File: config.mk
export PLATFORM = sky130hd
export DESIGN_NAME = fasta_record_parser_flat
export DESIGN_NICKNAME = d
export VERILOG_FILES = /design/src/hw/rtl/frp_pkg.sv /design/src/hw/rtl/frp_in_if.sv /design/src/hw/rtl/frp_out_if.sv /design/src/hw/rtl/frp_step.sv /design/src/hw/rtl/frp_res_fifo.sv /design/src/hw/rtl/fasta_record_parser.sv /design/src/flat_wrapper.sv
export VERILOG_INCLUDE_DIRS = /design/src /design/src/hw/rtl
export SDC_FILE = /design/constraint.sdc
export NUM_CORES = 1
export LEC_CHECK = 0
export BUFFER_PORTS_ARGS = -buffer_cell sky130_fd_sc_hd__buf_2
export CAP_MARGIN = 20
export CORE_AREA = 2 2 313 315
export DETAILED_ROUTE_END_ITERATION = 16
export DIE_AREA = 0 0 315 317
export PLACE_DENSITY = 0.48
export SYNTH_ARGS = -nofsm -noshare
export SYNTH_HDL_FRONTEND = slang
export SYNTH_SLANG_ARGS = --single-unit
File: constraint.sdc
create_clock -name clk -period 7.05 [get_ports clk]
set_clock_uncertainty 0.15 [all_clocks]
set_input_delay 1.41 -clock clk [delete_from_list [all_inputs] [get_ports clk]]
set_output_delay 1.41 -clock clk [all_outputs]
set_load 0.01 [all_outputs]
File: src/hw/rtl/fasta_record_parser_macros.svh
// Assertion macros shared by the FASTA record parser RTL.
`ifndef FASTA_RECORD_PARSER_MACROS_SVH
`define FASTA_RECORD_PARSER_MACROS_SVH

// Same-cycle implication, checked out of reset.
`define FRP_ASSERT(lbl, ante, cons, msg) \
  lbl: assert property (@(posedge clk) disable iff (!rst_n) (ante) |-> (cons)) \
    else $error(msg);

// Next-cycle implication, checked out of reset.
`define FRP_ASSERT_NEXT(lbl, ante, cons, msg) \
  lbl: assert property (@(posedge clk) disable iff (!rst_n) (ante) |=> (cons)) \
    else $error(msg);

`endif

File: src/hw/rtl/frp_pkg.sv
// Types, constants and base conversion for the FASTA record parser.
`default_nettype none

package frp_pkg;

  localparam int LEN_BITS   = 32;
  localparam int INDEX_BITS = 16;

  // Counter widths after clamping to the output field widths
  localparam int LEN_OUT_W   = 32;
  localparam int IDX_OUT_W   = 16;
  localparam int TOTAL_W     = 40;
  localparam int LEN_CNT_W   = (LEN_BITS < LEN_OUT_W) ? LEN_BITS : LEN_OUT_W;
  localparam int IDX_CNT_W   = (INDEX_BITS < IDX_OUT_W) ? INDEX_BITS : IDX_OUT_W;

  localparam int RES_DEPTH   = 4;
  localparam int RES_PTR_W   = $clog2(RES_DEPTH);
  localparam int RES_CNT_W   = $clog2(RES_DEPTH + 1);

  localparam logic [7:0] CH_GT  = 8'h3E;
  localparam logic [7:0] CH_TAB = 8'h09;
  localparam logic [7:0] CH_SP  = 8'h20;
  localparam logic [7:0] CH_NL  = 8'h0A;
  localparam logic [7:0] IUPAC_ALL = 8'd15;

  typedef enum logic [1:0] {
    MODE_IUPAC  = 2'd0,
    MODE_STRICT = 2'd1,
    MODE_RAW    = 2'd2,
    MODE_UPPER  = 2'd3
  } mode_t;

  typedef enum logic [1:0] {
    KIND_BASE = 2'd0,
    KIND_HEAD = 2'd1,
    KIND_NAME = 2'd2,
    KIND_END  = 2'd3
  } kind_t;

  typedef struct packed {
    kind_t                 item_kind;
    logic [7:0]            byte_value;
    logic [LEN_OUT_W-1:0]  length_value;
    logic [IDX_OUT_W-1:0]  record_number;
    logic [TOTAL_W-1:0]    total_bases;
    logic                  last_of_run;
  } res_t;

  // Results caused by one input beat, at most two
  typedef struct packed {
    logic [1:0] n;
    res_t       r0;
    res_t       r1;
  } res_pair_t;

  function automatic logic [7:0] frp_convert(mode_t mode, logic [7:0] b);
    logic [7:0] up;
    logic [7:0] code;
    logic [7:0] strict;
    up = (b >= "a" && b <= "z") ? b - 8'd32 : b;
    code = 8'd0;
    strict = 8'd0;
    unique case (up)
      "A": begin code = 8'd1;  strict = "A"; end
      "B": begin code = 8'd14; strict = "N"; end
      "C": begin code = 8'd2;  strict = "C"; end
      "D": begin code = 8'd13; strict = "N"; end
      "G": begin code = 8'd4;  strict = "G"; end
      "H": begin code = 8'd11; strict = "N"; end
      "K": begin code = 8'd12; strict = "N"; end
      "M": begin code = 8'd3;  strict = "N"; end
      "N": begin code = IUPAC_ALL; strict = "N"; end
      "R": begin code = 8'd5;  strict = "N"; end
      "S": begin code = 8'd6;  strict = "N"; end
      "T": begin code = 8'd8;  strict = "T"; end
      "V": begin code = 8'd7;  strict = "N"; end
      "W": begin code = 8'd9;  strict = "N"; end
      "Y": begin code = 8'd10; strict = "N"; end
      default: begin code = 8'd0; strict = 8'd0; end
    endcase
    unique case (mode)
      MODE_IUPAC:  return code;
      MODE_STRICT: return strict;
      MODE_RAW:    return b;
      default:     return up;
    endcase
  endfunction

endpackage

`default_nettype wire

File: src/hw/rtl/frp_in_if.sv
// Input byte channel of the FASTA record parser.
`default_nettype none

interface frp_in_if;
  logic       valid;
  logic       ready;
  logic [7:0] in_byte;
  logic       end_of_file;

  modport source (output valid, output in_byte, output end_of_file, input ready);
  modport sink   (input valid, input in_byte, input end_of_file, output ready);
endinterface

`default_nettype wire

File: src/hw/rtl/frp_out_if.sv
// Result channel of the FASTA record parser.
`default_nettype none

interface frp_out_if;
  logic        valid;
  logic        ready;
  logic [1:0]  item_kind;
  logic [7:0]  byte_value;
  logic [31:0] length_value;
  logic [15:0] record_number;
  logic [39:0] total_bases;
  logic        last_of_run;

  modport source (output valid, output item_kind, output byte_value, output length_value,
                  output record_number, output total_bases, output last_of_run,
                  input ready);
  modport sink   (input valid, input item_kind, input byte_value, input length_value,
                  input record_number, input total_bases, input last_of_run,
                  output ready);
endinterface

`default_nettype wire

File: src/hw/rtl/frp_step.sv
// Parse phase machine, header and sequence counters, and result formation.
`default_nettype none
`include "fasta_record_parser_macros.svh"

module frp_step (
  input  wire logic              clk,
  input  wire logic              rst_n,
  input  wire logic              cfg_we,
  input  wire logic [1:0]        cfg_wdata,
  input  wire logic              acc,
  input  wire logic [7:0]        in_byte,
  input  wire logic              end_of_file,
  output frp_pkg::res_pair_t     pair
);
  import frp_pkg::*;

  typedef enum logic [2:0] {
    PH_SKIP = 3'b001,
    PH_HEAD = 3'b010,
    PH_SEQ  = 3'b100
  } phase_t;

  localparam logic [LEN_CNT_W-1:0] LEN_MAX   = {LEN_CNT_W{1'b1}};
  localparam logic [IDX_CNT_W-1:0] IDX_MAX   = {IDX_CNT_W{1'b1}};
  localparam logic [TOTAL_W-1:0]   TOTAL_MAX = {TOTAL_W{1'b1}};

  mode_t                mode_r;
  phase_t               phase_r, phase_nxt;
  logic [LEN_CNT_W-1:0] hcnt_r, hcnt_nxt;
  logic                 tab_seen_r, tab_seen_nxt;
  logic [LEN_CNT_W-1:0] tab_pos_r, tab_pos_nxt;
  logic                 sp_seen_r, sp_seen_nxt;
  logic [LEN_CNT_W-1:0] sp_pos_r, sp_pos_nxt;
  logic [LEN_CNT_W-1:0] seq_r, seq_nxt;
  logic [IDX_CNT_W-1:0] idx_r, idx_nxt;
  logic [TOTAL_W-1:0]   total_r, total_nxt;

  logic                 is_nl, is_gt, is_tab, is_sp;
  logic [LEN_CNT_W-1:0] hcnt_inc, seq_inc, close_len;
  logic [LEN_CNT_W-1:0] name_now, name_after, tab_pos_aft, sp_pos_aft;
  logic                 tab_seen_aft, sp_seen_aft;
  logic [IDX_CNT_W-1:0] idx_inc;
  logic [TOTAL_W:0]     total_sum;
  logic [TOTAL_W-1:0]   total_closed;
  res_pair_t            pair_c;

  function automatic res_t mk_res(kind_t k, logic [7:0] b, logic [LEN_CNT_W-1:0] len,
                                  logic [IDX_CNT_W-1:0] idx, logic [TOTAL_W-1:0] tot);
    res_t r;
    r.item_kind     = k;
    r.byte_value    = b;
    r.length_value  = LEN_OUT_W'(len);
    r.record_number = IDX_OUT_W'(idx);
    r.total_bases   = tot;
    r.last_of_run   = 1'b0;
    return r;
  endfunction

  assign is_nl  = (in_byte == CH_NL);
  assign is_gt  = (in_byte == CH_GT);
  assign is_tab = (in_byte == CH_TAB);
  assign is_sp  = (in_byte == CH_SP);

  assign hcnt_inc = (hcnt_r == LEN_MAX) ? hcnt_r : hcnt_r + 1'b1;
  assign seq_inc  = (seq_r == LEN_MAX) ? seq_r : seq_r + 1'b1;
  assign idx_inc  = (idx_r == IDX_MAX) ? idx_r : idx_r + 1'b1;

  assign name_now = tab_seen_r ? tab_pos_r : (sp_seen_r ? sp_pos_r : hcnt_r);

  // Name length when the cut-off header's last byte still counts
  assign tab_seen_aft = tab_seen_r | is_tab;
  assign tab_pos_aft  = tab_seen_r ? tab_pos_r : hcnt_r;
  assign sp_seen_aft  = sp_seen_r | is_sp;
  assign sp_pos_aft   = sp_seen_r ? sp_pos_r : hcnt_r;
  assign name_after   = tab_seen_aft ? tab_pos_aft : (sp_seen_aft ? sp_pos_aft : hcnt_inc);

  // Only sequence bytes close a record with a non-zero length
  assign close_len = (phase_r == PH_SEQ) ? ((is_gt || is_nl) ? seq_r : seq_inc)
                                         : '0;
  assign total_sum    = {1'b0, total_r} + (TOTAL_W + 1)'(close_len);
  assign total_closed = total_sum[TOTAL_W] ? TOTAL_MAX : total_sum[TOTAL_W-1:0];

  always_comb begin
    res_t  r_end;
    logic  closing;
    phase_nxt    = phase_r;
    hcnt_nxt     = hcnt_r;
    tab_seen_nxt = tab_seen_r;
    tab_pos_nxt  = tab_pos_r;
    sp_seen_nxt  = sp_seen_r;
    sp_pos_nxt   = sp_pos_r;
    seq_nxt      = seq_r;
    idx_nxt      = idx_r;
    total_nxt    = total_r;
    pair_c       = '0;
    closing      = 1'b0;
    r_end        = mk_res(KIND_END, 8'd0, close_len, idx_r, total_closed);

    unique case (phase_r)
      PH_SKIP: begin
        phase_nxt    = PH_HEAD;
        hcnt_nxt     = '0;
        tab_seen_nxt = 1'b0;
        tab_pos_nxt  = '0;
        sp_seen_nxt  = 1'b0;
        sp_pos_nxt   = '0;
        if (end_of_file) begin
          pair_c.n  = 2'd2;
          pair_c.r0 = mk_res(KIND_NAME, 8'd0, '0, idx_r, total_r);
          pair_c.r1 = r_end;
          closing   = 1'b1;
        end
      end
      PH_HEAD: begin
        if (is_nl) begin
          pair_c.r0 = mk_res(KIND_NAME, 8'd0, name_now, idx_r, total_r);
          phase_nxt = PH_SEQ;
          seq_nxt   = '0;
          if (end_of_file) begin
            pair_c.n  = 2'd2;
            pair_c.r1 = r_end;
            closing   = 1'b1;
          end else begin
            pair_c.n = 2'd1;
          end
        end else if (end_of_file) begin
          pair_c.n  = 2'd2;
          pair_c.r0 = mk_res(KIND_NAME, 8'd0, name_after, idx_r, total_r);
          pair_c.r1 = r_end;
          closing   = 1'b1;
        end else begin
          pair_c.n     = 2'd1;
          pair_c.r0    = mk_res(KIND_HEAD, in_byte, '0, idx_r, total_r);
          hcnt_nxt     = hcnt_inc;
          tab_seen_nxt = tab_seen_aft;
          tab_pos_nxt  = tab_pos_aft;
          sp_seen_nxt  = sp_seen_aft;
          sp_pos_nxt   = sp_pos_aft;
        end
      end
      PH_SEQ: begin
        if (is_gt) begin
          pair_c.n     = 2'd1;
          pair_c.r0    = r_end;
          closing      = 1'b1;
          phase_nxt    = PH_HEAD;
          hcnt_nxt     = '0;
          tab_seen_nxt = 1'b0;
          tab_pos_nxt  = '0;
          sp_seen_nxt  = 1'b0;
          sp_pos_nxt   = '0;
        end else if (is_nl) begin
          if (end_of_file) begin
            pair_c.n  = 2'd1;
            pair_c.r0 = r_end;
            closing   = 1'b1;
          end
        end else begin
          pair_c.r0 = mk_res(KIND_BASE, frp_convert(mode_r, in_byte), '0, idx_r, total_r);
          seq_nxt   = seq_inc;
          if (end_of_file) begin
            pair_c.n  = 2'd2;
            pair_c.r1 = r_end;
            closing   = 1'b1;
          end else begin
            pair_c.n = 2'd1;
          end
        end
      end
      default: begin
        phase_nxt = PH_SKIP;
      end
    endcase

    if (closing) begin
      total_nxt = total_closed;
      idx_nxt   = idx_inc;
    end

    if (pair_c.n == 2'd1) begin
      pair_c.r0.last_of_run = 1'b1;
    end
    if (pair_c.n == 2'd2) begin
      pair_c.r1.last_of_run = 1'b1;
    end

    // End of file returns the parser to its post-reset state
    if (end_of_file) begin
      phase_nxt    = PH_SKIP;
      hcnt_nxt     = '0;
      tab_seen_nxt = 1'b0;
      tab_pos_nxt  = '0;
      sp_seen_nxt  = 1'b0;
      sp_pos_nxt   = '0;
      seq_nxt      = '0;
      idx_nxt      = '0;
      total_nxt    = '0;
    end
  end

  always_comb begin
    pair = pair_c;
    if (!acc) begin
      pair.n = 2'd0;
    end
  end

  always_ff @(posedge clk) begin
    if (!rst_n) begin
      mode_r <= MODE_UPPER;
    end else if (cfg_we) begin
      mode_r <= mode_t'(cfg_wdata);
    end
  end

  always_ff @(posedge clk) begin
    if (!rst_n) begin
      phase_r    <= PH_SKIP;
      hcnt_r     <= '0;
      tab_seen_r <= 1'b0;
      tab_pos_r  <= '0;
      sp_seen_r  <= 1'b0;
      sp_pos_r   <= '0;
      seq_r      <= '0;
      idx_r      <= '0;
      total_r    <= '0;
    end else if (acc) begin
      phase_r    <= phase_nxt;
      hcnt_r     <= hcnt_nxt;
      tab_seen_r <= tab_seen_nxt;
      tab_pos_r  <= tab_pos_nxt;
      sp_seen_r  <= sp_seen_nxt;
      sp_pos_r   <= sp_pos_nxt;
      seq_r      <= seq_nxt;
      idx_r      <= idx_nxt;
      total_r    <= total_nxt;
    end
  end

  `FRP_ASSERT_NEXT(a_eof_clears, acc && end_of_file,
    phase_r == PH_SKIP && total_r == '0 && idx_r == '0, "end of file did not clear state")
  `FRP_ASSERT_NEXT(a_total_grows, acc && !end_of_file,
    total_r >= $past(total_r), "running total went down within a file")
  `FRP_ASSERT(a_second_is_end, pair.n == 2'd2,
    pair.r1.item_kind == KIND_END && pair.r1.last_of_run, "second result not a record end")

endmodule

`default_nettype wire

File: src/hw/rtl/frp_res_fifo.sv
// Result queue: takes up to two results a cycle while it has room, hands out one beat a cycle while pop is high.
`default_nettype none
`include "fasta_record_parser_macros.svh"

module frp_res_fifo (
  input  wire logic              clk,
  input  wire logic              rst_n,
  input  wire frp_pkg::res_pair_t pair,
  output logic                   room,
  input  wire logic              pop,
  output logic                   dout_valid,
  output frp_pkg::res_t          dout
);
  import frp_pkg::*;

  res_t                 mem_r [RES_DEPTH];
  logic [RES_PTR_W-1:0] wr_r, wr_nxt, rd_r, rd_nxt, wr_second;
  logic [RES_CNT_W-1:0] cnt_r, cnt_nxt;
  logic                 do_pop;

  // Room for a full pair keeps the input path free of the output ready
  assign room       = (cnt_r <= RES_CNT_W'(RES_DEPTH - 2));
  assign dout_valid = (cnt_r != '0);
  assign dout       = mem_r[rd_r];
  assign do_pop     = pop && dout_valid;
  assign wr_second  = wr_r + 1'b1;

  assign wr_nxt  = wr_r + RES_PTR_W'(pair.n);
  assign rd_nxt  = rd_r + RES_PTR_W'(do_pop);
  assign cnt_nxt = cnt_r + RES_CNT_W'(pair.n) - RES_CNT_W'(do_pop);

  always_ff @(posedge clk) begin
    if (pair.n != 2'd0) begin
      mem_r[wr_r] <= pair.r0;
    end
    if (pair.n == 2'd2) begin
      mem_r[wr_second] <= pair.r1;
    end
  end

  always_ff @(posedge clk) begin
    if (!rst_n) begin
      wr_r  <= '0;
      rd_r  <= '0;
      cnt_r <= '0;
    end else begin
      wr_r  <= wr_nxt;
      rd_r  <= rd_nxt;
      cnt_r <= cnt_nxt;
    end
  end

  `FRP_ASSERT(a_cnt_cap, 1'b1, cnt_r <= RES_CNT_W'(RES_DEPTH), "result queue overfilled")
  `FRP_ASSERT(a_push_room, pair.n != 2'd0, room, "results pushed without room")
  `FRP_ASSERT_NEXT(a_idle_hold, pair.n == 2'd0 && !do_pop,
    cnt_r == $past(cnt_r) && rd_r == $past(rd_r), "queue moved with no push or pop")

endmodule

`default_nettype wire

File: src/hw/rtl/fasta_record_parser.sv
// Top level of the FASTA record parser.
//
//  channel  | dir | payload                                              | beat
//  in_chan  | in  | in_byte, end_of_file                                 | one file byte
//  out_chan | out | item_kind, byte_value, length_value, record_number,  | one result
//           |     | total_bases, last_of_run                             |
//  cfg      | in  | cfg_wdata = convert_mode                             | write on cfg_we
//
// A byte is taken while the result queue has room, and its results are in the queue in the next cycle.
// A byte gives zero, one or two results; the output moves one beat per cycle while
// out_chan.ready is high, so a byte that gives two results takes two beats at the output.
// in_chan.ready falls while the four-entry result queue holds more than two beats.
// Synchronous active-low reset; convert_mode resets to uppercase.
`default_nettype none

module fasta_record_parser (
  input  wire logic        clk,
  input  wire logic        rst_n,
  frp_in_if.sink           in_chan,
  frp_out_if.source        out_chan,
  input  wire logic        cfg_we,
  input  wire logic [1:0]  cfg_wdata
);
  import frp_pkg::*;

  res_pair_t pair;
  res_t      dout;
  logic      room;
  logic      acc;
  logic      dout_valid;

  assign in_chan.ready = room;
  assign acc           = in_chan.valid && room;

  frp_step u_step (
    .clk         (clk),
    .rst_n       (rst_n),
    .cfg_we      (cfg_we),
    .cfg_wdata   (cfg_wdata),
    .acc         (acc),
    .in_byte     (in_chan.in_byte),
    .end_of_file (in_chan.end_of_file),
    .pair        (pair)
  );

  frp_res_fifo u_fifo (
    .clk        (clk),
    .rst_n      (rst_n),
    .pair       (pair),
    .room       (room),
    .pop        (out_chan.ready),
    .dout_valid (dout_valid),
    .dout       (dout)
  );

  assign out_chan.valid         = dout_valid;
  assign out_chan.item_kind     = dout.item_kind;
  assign out_chan.byte_value    = dout.byte_value;
  assign out_chan.length_value  = dout.length_value;
  assign out_chan.record_number = dout.record_number;
  assign out_chan.total_bases   = dout.total_bases;
  assign out_chan.last_of_run   = dout.last_of_run;

endmodule

`default_nettype wire
File: src/flat_wrapper.sv
// flat-port wrapper written by rule: the top's interface ports become plain ports
module fasta_record_parser_flat import frp_pkg::*;
  (clk, rst_n, cfg_we, cfg_wdata, in_chan_valid, in_chan_in_byte, in_chan_end_of_file, in_chan_ready, out_chan_valid, out_chan_item_kind, out_chan_byte_value, out_chan_length_value, out_chan_record_number, out_chan_total_bases, out_chan_last_of_run, out_chan_ready);
  frp_in_if in_chan_i ();
  frp_out_if out_chan_i ();
  input  wire logic clk;
  input  wire logic rst_n;
  input  wire logic cfg_we;
  input  wire logic [1:0] cfg_wdata;
  input wire logic [$bits(in_chan_i.valid)-1:0] in_chan_valid;
  input wire logic [$bits(in_chan_i.in_byte)-1:0] in_chan_in_byte;
  input wire logic [$bits(in_chan_i.end_of_file)-1:0] in_chan_end_of_file;
  output wire logic [$bits(in_chan_i.ready)-1:0] in_chan_ready;
  output wire logic [$bits(out_chan_i.valid)-1:0] out_chan_valid;
  output wire logic [$bits(out_chan_i.item_kind)-1:0] out_chan_item_kind;
  output wire logic [$bits(out_chan_i.byte_value)-1:0] out_chan_byte_value;
  output wire logic [$bits(out_chan_i.length_value)-1:0] out_chan_length_value;
  output wire logic [$bits(out_chan_i.record_number)-1:0] out_chan_record_number;
  output wire logic [$bits(out_chan_i.total_bases)-1:0] out_chan_total_bases;
  output wire logic [$bits(out_chan_i.last_of_run)-1:0] out_chan_last_of_run;
  input wire logic [$bits(out_chan_i.ready)-1:0] out_chan_ready;
  assign in_chan_i.valid = in_chan_valid;
  assign in_chan_i.in_byte = in_chan_in_byte;
  assign in_chan_i.end_of_file = in_chan_end_of_file;
  assign in_chan_ready = in_chan_i.ready;
  assign out_chan_valid = out_chan_i.valid;
  assign out_chan_item_kind = out_chan_i.item_kind;
  assign out_chan_byte_value = out_chan_i.byte_value;
  assign out_chan_length_value = out_chan_i.length_value;
  assign out_chan_record_number = out_chan_i.record_number;
  assign out_chan_total_bases = out_chan_i.total_bases;
  assign out_chan_last_of_run = out_chan_i.last_of_run;
  assign out_chan_i.ready = out_chan_ready;
  fasta_record_parser u_core (.clk(clk), .rst_n(rst_n), .in_chan(in_chan_i), .out_chan(out_chan_i), .cfg_we(cfg_we), .cfg_wdata(cfg_wdata));
endmodule
Word level (Yosys, flattened, before mapping)
Memories as Yosys holds them, arrays and structs flattened. A register that Yosys moved wholly into a read port is not among the register bits.
Index checks and enable logic that the tools add are counted.
Word-level totals
  word-level logic and storage cells: 149
  RAM bits: 396
  register bits: 198
  memories: 1
  input port bits: 16
  output and inout port bits: 101
Memory list
  u_core.u_fifo.mem_r: depth 4, bits a word 99, rd ports 1, clocked after Yosys merged registers in 1, wr ports 2, RTL line frp_res_fifo.sv:16  | res_t mem_r [RES_DEPTH];
Cells by class
  order comparisons: 3
  multiplexer cells: 67
  reductions and logical operators: 17
  $add $sub $neg: 10
  bitwise logic cells: 2
  equality and inequality tests: 36
Operator list (number)
  $mux 32: 20
  $pmux 200 s3: 1
  $mux 200: 2
  $mux 101: 3
  $mux 99: 3
  $pmux 32 s3: 3
  $eq 8x7->1 const B: 15
  $mux 40: 3
  $mux 100: 1
  $add 32x1->32 const B: 2
  $eq 32x32->1 const B: 2
  $pmux 32 s2: 1
  $pmux 4 s15: 1
  $mux 16: 3
  $add 40x32->41: 1
  $pmux 7 s5: 1
  $pmux 8 s3: 1
  $add 16x1->16 const B: 1
  $eq 16x16->1 const B: 1
  $eq 8x4->1 const B: 2
  $eq 8x6->1 const B: 2
  $ne 3x3->1 const B: 5
  $mux 1: 13
  $reduce_or 11->1: 1
  other kinds (33): 47

Depth between registers and ports, before layout
Gate-level depths: netlist of run 1.
  word-level depth: 14
  gate-level depth with buffers: 23
  gate-level depth less buffers: 19

Hierarchy
From an unflattened synthesis of run 1, not the netlist that was laid out.
Second synthesis, totals
  cells, all modules: 3212
  area, all modules: 35530.3 um^2
By module, submodules not included
  frp_res_fifo: cells an instance 1003, times used 1, area each 20075.5 um^2, seq. area each 12031.5 um^2
  frp_step: cells an instance 2208, times used 1, area each 15448.6 um^2, seq. area each 3823.7 um^2
  fasta_record_parser: cells an instance 1, times used 1, area each 6.3 um^2, seq. area each 0.0 um^2

Worst setup path before layout of run 1
No wires, ideal clock.
  kind: input-to-reg
  start: input in_chan_in_byte[0]
  end: memory u_core.u_fifo.mem_r[3][0] in the netlist's numbering (enable)
  buffers on the path: 4
  setup time: 0.444 ns
  stages on the path: 13
  setup slack: 0.471 ns
  required time: 6.456 ns
  data arrival time: 5.985 ns
  cells stage by stage: clkbuf_1 -> nor2b_1 -> nand3_1 -> clkbuf_1 -> clkbuf_1 -> clkbuf_1 -> ha_1 -> o31a_1 -> o21ai_1 -> o21ai_1 -> nor2_1 -> nor2_1 -> inv_1
RTL lines
  start, declared: RTL line flat_wrapper.sv:11  | input wire logic [$bits(in_chan_i.in_byte)-1:0] in_chan_in_byte;
  end, declared: RTL line frp_res_fifo.sv:16

==> metrics.yaml, run 1 <==
initial_core_util_pct: 34.91
peakVddDrop_v: 0.0001744
syn_inst: 3479
die_x_um: 315
num_vias: 29320
max-cap-violations: 0
power_density_nw_per_um2: 253.8
regToRegEndpoint: "u_core.u_fifo.mem_r[2][33]$_DFFE_PP_"
yosys.area_share.simple_pct: 15.68
worstPathCellList: "buf_2 > nor3_1 > and2_1 > o21ai_0 > buf_4 > nand3_1 > nor2_1 > xnor2_1 > nor2_1 > ha_1 > a21oi_1 > o21ai_0 > a21oi_1 > o21ai_0 > a221oi_1 > o211ai_1 > buf_4 > a31o_2 > a22oi_1 > o22ai_1"
cp_slowest_stage_delay_ns: 0.56
synth_edf_count: 364
clockBufferDepth: 3
final-setup-viol-count: 0
yosysWarningCount: 0
postLayoutCellArea_um2: 38320
cts_tree: "done"
fin_crit_sh_pct: 87.97
syn_area_um2: 33610
final_layout_size_suffix_gt1_share_pct: 14.99
p_total_uw: 9726
dr.pass1.iters: 6
cts_resized: 0
place_area_um2: 35850
post_cts_buffers: 0
rsz0062_at_grt: "false"
ys.flop_type: "edfxtp_1"
finalMaxSlewViolations: 0
rr_worst_depth: 18
cp_max_fo: 9
numPortBuffers: 116
synth_top_family_by_area: "compound AO/OA/AOI/OAI gates"
antenna_found_initial: 4
grt-ovfl-total: 0
worstPathRequired_ns: 7.25
grt_use_total_pct: 25.77
hold_violations: 0
synthAdderAreaFrac_pct: 1.869
clock-sinks: 594
cpMostUsedCell: "o21ai_0"
wl_per_cell_um: 26.98
cts-root-buf: "clkbuf_16"
boundaryPins: 117
synth_top_cell_area_share_pct: 32.52
path_delay_family: "compound AO/OA/AOI/OAI gates"
ys_async_sr_fraction_pct: 0
period_needed_ns: 6.202
r2r_setup_slack_ns: 0.85
final_nets: 3573
yosys.area.top_type: "edfxtp_1"
p_leak_uw: 0.01242
grt_pass1_vias: 28590
core_area_um2: 96280
fin_setup_tns_ns: 0
place_inst: 4706
fp.dieArea_um2: 99860
syn_to_final_growth_pct: 14.01
start_kind: "primary input"
cts_hold_buffers: 0
syn_avg_cell_area_um2: 9.662
finalNonFillerCells: 4845
hold_end: "u_core.u_step.sp_pos_r[30]$_SDFFE_PN0P_"
hp-start: "u_core.u_step.sp_pos_r[30]$_SDFFE_PN0P_"
post-synth-top-count-cell: "edfxtp_1"
synth_xor_area_share_pct: 2.606
grt_start_max_net_pins: 104
crit_path_top_delay_cell: "xnor2_1"
critPathBufInv: 3
synthMuxAreaShare_pct: 7.694
cp-end-kind: "register"
worstHoldPathType: "register to register"
synth_commonest_cells: "364 x edfxtp_1, 357 x nor2_1, 286 x nand2_1, 253 x a21oi_1, 253 x o22ai_1"
htree_num_levels: 3
cp.arrival_ns: 6.40
syn_nets: 3544
fmax_mhz: 161.2
synth_compound_area_share_pct: 21.79
fp.dieH_um: 317
routed_wl_um: 130700
criticalPathCategory: "primary input to register"
holdPathStages: 2
rr_startpoint: "u_core.u_step.seq_r[16]$_SDFFE_PN0P_"
grt_pass1_wl_um: 193000
holdWs_ns: 0.3020
ys_types: 97
detail_route.vias_per_cell: 6.052
ys_ff_latch: 594
maxSlewHeadroom_pct: 26.71
place_hpwl_um: 86900
drtAntennaViolNets: 0
outcome: "complete, no violations"
ys_seq_area_share_pct: 46.22
place_congestion: 0.9591
clk_latency_ns: 0.65
num_rows: 114
drtIter0Drc: 2871
yosys-top-cells-area: "edfxtp_1 33%, dfxtp_1 14%, mux4_2 6.6%, o22ai_1 4.7%, nor2_1 4.0%"
clkTransAtPathRegs_ns: 0.05
cts_buffers: 74
route.detailed.drc: 0
tightest_slew_ns: 1.099
-- worst register-to-register path: stages (launching register included) --
cell and delay (ns):
dfxtp_1 0.49, nand3_1 0.18, nor4_1 0.72, nor2b_1 0.29, and2_1 0.32, nor2_1 0.16, nand2_1 0.12, nor2_1 0.05
o21ai_1 0.67, nor2_1 0.16, ha_1 0.44, nand3_1 0.14, o32ai_1 0.50, nor2_1 0.11, a21bo_2 0.25, a21o_1 0.42
mux2i_1 0.53, o31a_1 0.18, o22ai_1 0.07
-- layout make-up --
type / instances / area [um^2]
fillers: 9598 / 57960
clock buffers: 104 / 2077
multi-input cells: 2532 / 16810
well taps: 1276 / 1597
inverters: 58 / 232.7
clock inverters: 32 / 349.1
flip-flops and latches: 594 / 15540
repair buffers: 248 / 1709
diodes: 1 / 2.502
-- logic make-up after synthesis --
kind of cell,after synthesis
buffers and inverters,353
flip-flops,594
adder cells (fa/ha/maj),49
XOR/XNOR,100
AND/OR/NAND/NOR,1113
multiplexers,134
AO/OA/AOI/OAI,1136
-- how the worst max path moves through the flow --
stage | startpoint | cells after the start | to | slack (ns)
2_1_floorplan | in_chan_in_byte[0] | 13 | u_core.u_fifo.mem_r[3][0]$_DFFE_PP_ | 0.47
3_3_place_gp | in_chan_in_byte[6] | 21 | u_core.u_fifo.mem_r[2][11]$_DFFE_PP_ | 0.40
3_5_place_dp | in_chan_in_byte[6] | 20 | u_core.u_fifo.mem_r[1][40]$_DFFE_PP_ | 0.34
4_1_cts | in_chan_in_byte[6] | 20 | u_core.u_fifo.mem_r[1][40]$_DFFE_PP_ | 0.99
5_1_grt | in_chan_in_byte[6] | 20 | u_core.u_fifo.mem_r[2][34]$_DFFE_PP_ | 0.36
6_report | in_chan_in_byte[6] | 20 | u_core.u_fifo.mem_r[3][40]$_DFFE_PP_ | 0.85
-- sequential cells by signal (all words and copies together) (netlist names) --
signal	flops
u_core.u_step.sp_seen_r	1
u_core.u_step.sp_pos_r	32
u_core.u_fifo.rd_r	2
u_core.u_step.hcnt_r	32
u_core.u_step.tab_pos_r	32
u_core.u_step.mode_r	2
u_core.u_fifo.wr_r	2
u_core.u_fifo.cnt_r	3
u_core.u_step.total_r	40
u_core.u_step.tab_seen_r	1
u_core.u_step.idx_r	16
u_core.u_step.phase_r	3
u_core.u_fifo.mem_r	396
u_core.u_step.seq_r	32
-- metal layers --
| layer | wire length (um) | GRT usage, % | vias to the layer above |
|---|---|---|---|
| li1 | - | - | 13320 |
| met1 | 55510 | 34.78 | 14550 |
| met2 | 61650 | 42.36 | 1212 |
| met3 | 8904 | 3.587 | 243 |
| met4 | 4662 | 9.069 | 2 |
| met5 | 13 | 0 | - |
-- cells in the final DEF, fill, tap and decap left out, drive strengths merged, types with 98 or more instances in the layout --
master    n
buf     248
nor2    366
dfxtp   230
a21oi   258
nand2   286
o22ai   253
edfxtp  364
mux4     99
o21ai   216
clkbuf  104
nor3     98
-- power breakdown --
part	switching, uW	internal (uW)	total, uW
Combinational	1220	716	1930
Clock	1600	2250	3860
Sequential	78.4	3860	3940
Total	2890	6830	9730
-- per-stage QoR --
step | setup WS (ns) | utilization [%]
final | 0.8483 | 39.80
after global routing | 0.3602 | 39.80
after CTS | 0.9885 | 39.76
after detailed placement | 0.3371 | 37.24
after global placement | 0.4032 | 37.19
after floorplan | 0.4705 | -
(Power assumes the default switching activity.)
==> inputs of run 2 (changes only) <==
--- a/config.mk
+++ b/config.mk
@@ -6,12 +6,13 @@
 export SDC_FILE = /design/constraint.sdc
 export NUM_CORES = 1
 export LEC_CHECK = 0
-export BUFFER_PORTS_ARGS = -buffer_cell sky130_fd_sc_hd__buf_2
 export CAP_MARGIN = 20
 export CORE_AREA = 2 2 313 315
+export CTS_BUF_LIST = sky130_fd_sc_hd__clkbuf_4 sky130_fd_sc_hd__clkbuf_8
 export DETAILED_ROUTE_END_ITERATION = 16
 export DIE_AREA = 0 0 315 317
-export PLACE_DENSITY = 0.48
+export DONT_BUFFER_PORTS = 1
+export PLACE_DENSITY = 0.52
 export SYNTH_ARGS = -nofsm -noshare
 export SYNTH_HDL_FRONTEND = slang
 export SYNTH_SLANG_ARGS = --single-unit
==> run 2 against run 1 <==
Sequential share of layout area increased by 0.99 points. Via count decreased by 1.1%. Critical path depth decreased by 1. Highest routed layer unchanged. Total power decreased by 6.5%.
==> metrics.yaml, run 2 (synthesis gave the netlist of run 1 again) <==
max-cap-violations: 0  # unchanged
max_flop_register: "u_core.u_fifo.mem_r"  # unchanged
boundaryPins: 117  # unchanged
post_cts_buffers: 0  # unchanged
fp.dieH_um: 317  # unchanged
clock-sinks: 594  # unchanged
drtIter0Drc: 2961  # was 2871
rsz0062_at_grt: "false"  # unchanged
outcome: "complete, no violations"  # unchanged
holdPathStages: 2  # unchanged
start_kind: "register"  # was primary input
grt_start_max_net_pins: 80  # was 104
num_vias: 29010  # was 29320
finalWorstSetupSlack_ns: 0.9927  # was 0.8483 ns
finalNonFillerCells: 4776  # was 4845
num_rows: 114  # unchanged
maxSlewHeadroom_pct: 25.83  # was 26.71%
grt_use_total_pct: 25.02  # was 25.77%
rr_worst_depth: 19  # was 18
cp.arrival_ns: 6.36  # was 6.40 ns
cts_buffers: 106  # was 74
drtAntennaViolNets: 0  # unchanged
cts_hold_buffers: 0  # unchanged
fin_crit_sh_pct: 85.92  # was 87.97%
fmax_mhz: 165.1  # was 161.2 MHz
antenna_found_initial: 2  # was 4
place_inst: 4576  # was 4706
syn_to_final_growth_pct: 11.29  # was 14.01%
largestRegisters: "u_core.u_fifo.mem_r (396), u_core.u_step.total_r (40)"  # unchanged
nFillCells: 9648  # was 9598
grt_pass1_vias: 27900  # was 28590
p_leak_uw: 0.01186  # was 0.01242 uW
peakVddDrop_v: 0.0002705  # was 0.0001744 V
routed_wl_um: 127100  # was 130700 um
finalMaxSlewViolations: 0  # unchanged
numPortBuffers: 0  # was 116
worstHoldPathType: "register to register"  # unchanged
clockBufferDepth: 3  # unchanged
cts_tree: "done"  # unchanged
criticalPathCategory: "register to register"  # was primary input to register
htree_num_levels: 3  # unchanged
fp.dieArea_um2: 99860  # unchanged
core_area_um2: 96280  # unchanged
place_hpwl_um: 83010  # was 86900 um
cp-end-kind: "register"  # unchanged
grt-ovfl-total: 0  # unchanged
power_density_nw_per_um2: 243.2  # was 253.8 nW/um^2
final-setup-viol-count: 0  # unchanged
cp_max_fo: 11  # was 9
final_nets: 3473  # was 3573
route.detailed.drc: 0  # unchanged
largest_register_ffs: 396  # unchanged
tightest_slew_ns: 1.105  # was 1.099 ns
wl_per_cell_um: 26.61  # was 26.98 um
initial_core_util_pct: 34.91  # unchanged
layout_common_cells: "364 x edfxtp_1, 352 x nor2_1, 282 x nand2_1, 253 x o22ai_1, 252 x a21oi_1"  # was 364 x edfxtp_1, 351 x nor2_1, 283 x nand2_1, 253 x o22ai_1, 252 x a21oi_1
place_congestion: 0.9339  # was 0.9591
clkTransAtPathRegs_ns: 0.06  # was 0.05 ns
period_needed_ns: 6.057  # was 6.202 ns
worstPathRequired_ns: 7.36  # was 7.25 ns
final_layout_size_suffix_gt1_share_pct: 13.64  # was 14.99%
die_x_um: 315  # unchanged
place_ws_ns: 0.5540  # was 0.3371 ns
fin_setup_tns_ns: 0  # unchanged
detail_route.vias_per_cell: 6.075  # was 6.052
cts_resized: 0  # unchanged
cts-root-buf: "clkbuf_8"  # was clkbuf_16
grt_pass1_wl_um: 188600  # was 193000 um
final_common_cell: "edfxtp_1"  # unchanged
dr.pass1.iters: 6  # unchanged
hold_violations: 0  # unchanged
clk_latency_ns: 0.78  # was 0.65 ns
==> run 2: per-stage QoR <==
stage               util, %  hold WS (ns)  instance area (um^2)  power (uW)
floorplan                 -        0.2698                 33610        5141
global placement      36.44        0.2819                 35090        5736
detailed placement    36.50        0.2895                 35140        5749
CTS                   38.85        0.2986                 37400        9191
global route          38.85        0.3248                 37410        9424
finish                38.85        0.2959                 37410        9097
==> run 2: layout make-up <==
class	count	area [um^2]	area share, %
Multi-Input combinational cell	2532	16810	44.94
Sequential cell	594	15540	41.56
Clock buffer	164	2038	5.449
Tap cell	1276	1597	4.268
Timing Repair Buffer	116	954.7	2.552
Inverter	58	230.2	0.6154
Clock inverter	34	226.5	0.6054
Antenna cell	2	5.005	0.01338
==> run 2: worst paths after layout <==
path	from	endpoint	slack, ns
worst max register to register	u_core.u_step.seq_r[25]$_SDFFE_PN0P_	u_core.u_fifo.mem_r[2][11]$_DFFE_PP_	0.99
worst min register to register	u_core.u_step.sp_pos_r[9]$_SDFFE_PN0P_	u_core.u_step.sp_pos_r[9]$_SDFFE_PN0P_	0.30
worst min-delay path	u_core.u_step.sp_pos_r[9]$_SDFFE_PN0P_	u_core.u_step.sp_pos_r[9]$_SDFFE_PN0P_	0.30
worst max-delay path	u_core.u_step.seq_r[25]$_SDFFE_PN0P_	u_core.u_fifo.mem_r[2][11]$_DFFE_PP_	0.99
==> run 2: worst max-delay path, cell delays in order, from the launching register on <==
cell       delay, ns
dfxtp_1         0.56
and3_1          0.33
nand4_1         0.23
nand2b_1        0.29
o211a_1         0.41
nand2_1         0.17
nor2_1          0.06
xnor2_1         0.86
nor2_1          0.14
ha_1            0.45
o21a_1          0.15
o21ai_0         0.14
nand2b_1        0.07
a21oi_1         0.38
nor3_1          0.13
a21oi_1         0.25
buf_4           0.24
o21a_1          0.16
a2bb2oi_1       0.40
o22ai_1         0.16
==> run 2: where the power goes <==
part	switching, uW	internal (uW)
sequential	99.0	3860
combinational	1130	553
clock	1590	1860
==> run 2: layer usage <==
metal,track usage (%),vias up,wire (um)
li1,-,13130,-
met1,33.18,14430,53800
met2,40.99,1203,59500
met3,4.089,251,9002
met4,9.643,2,4781
met5,0,-,13
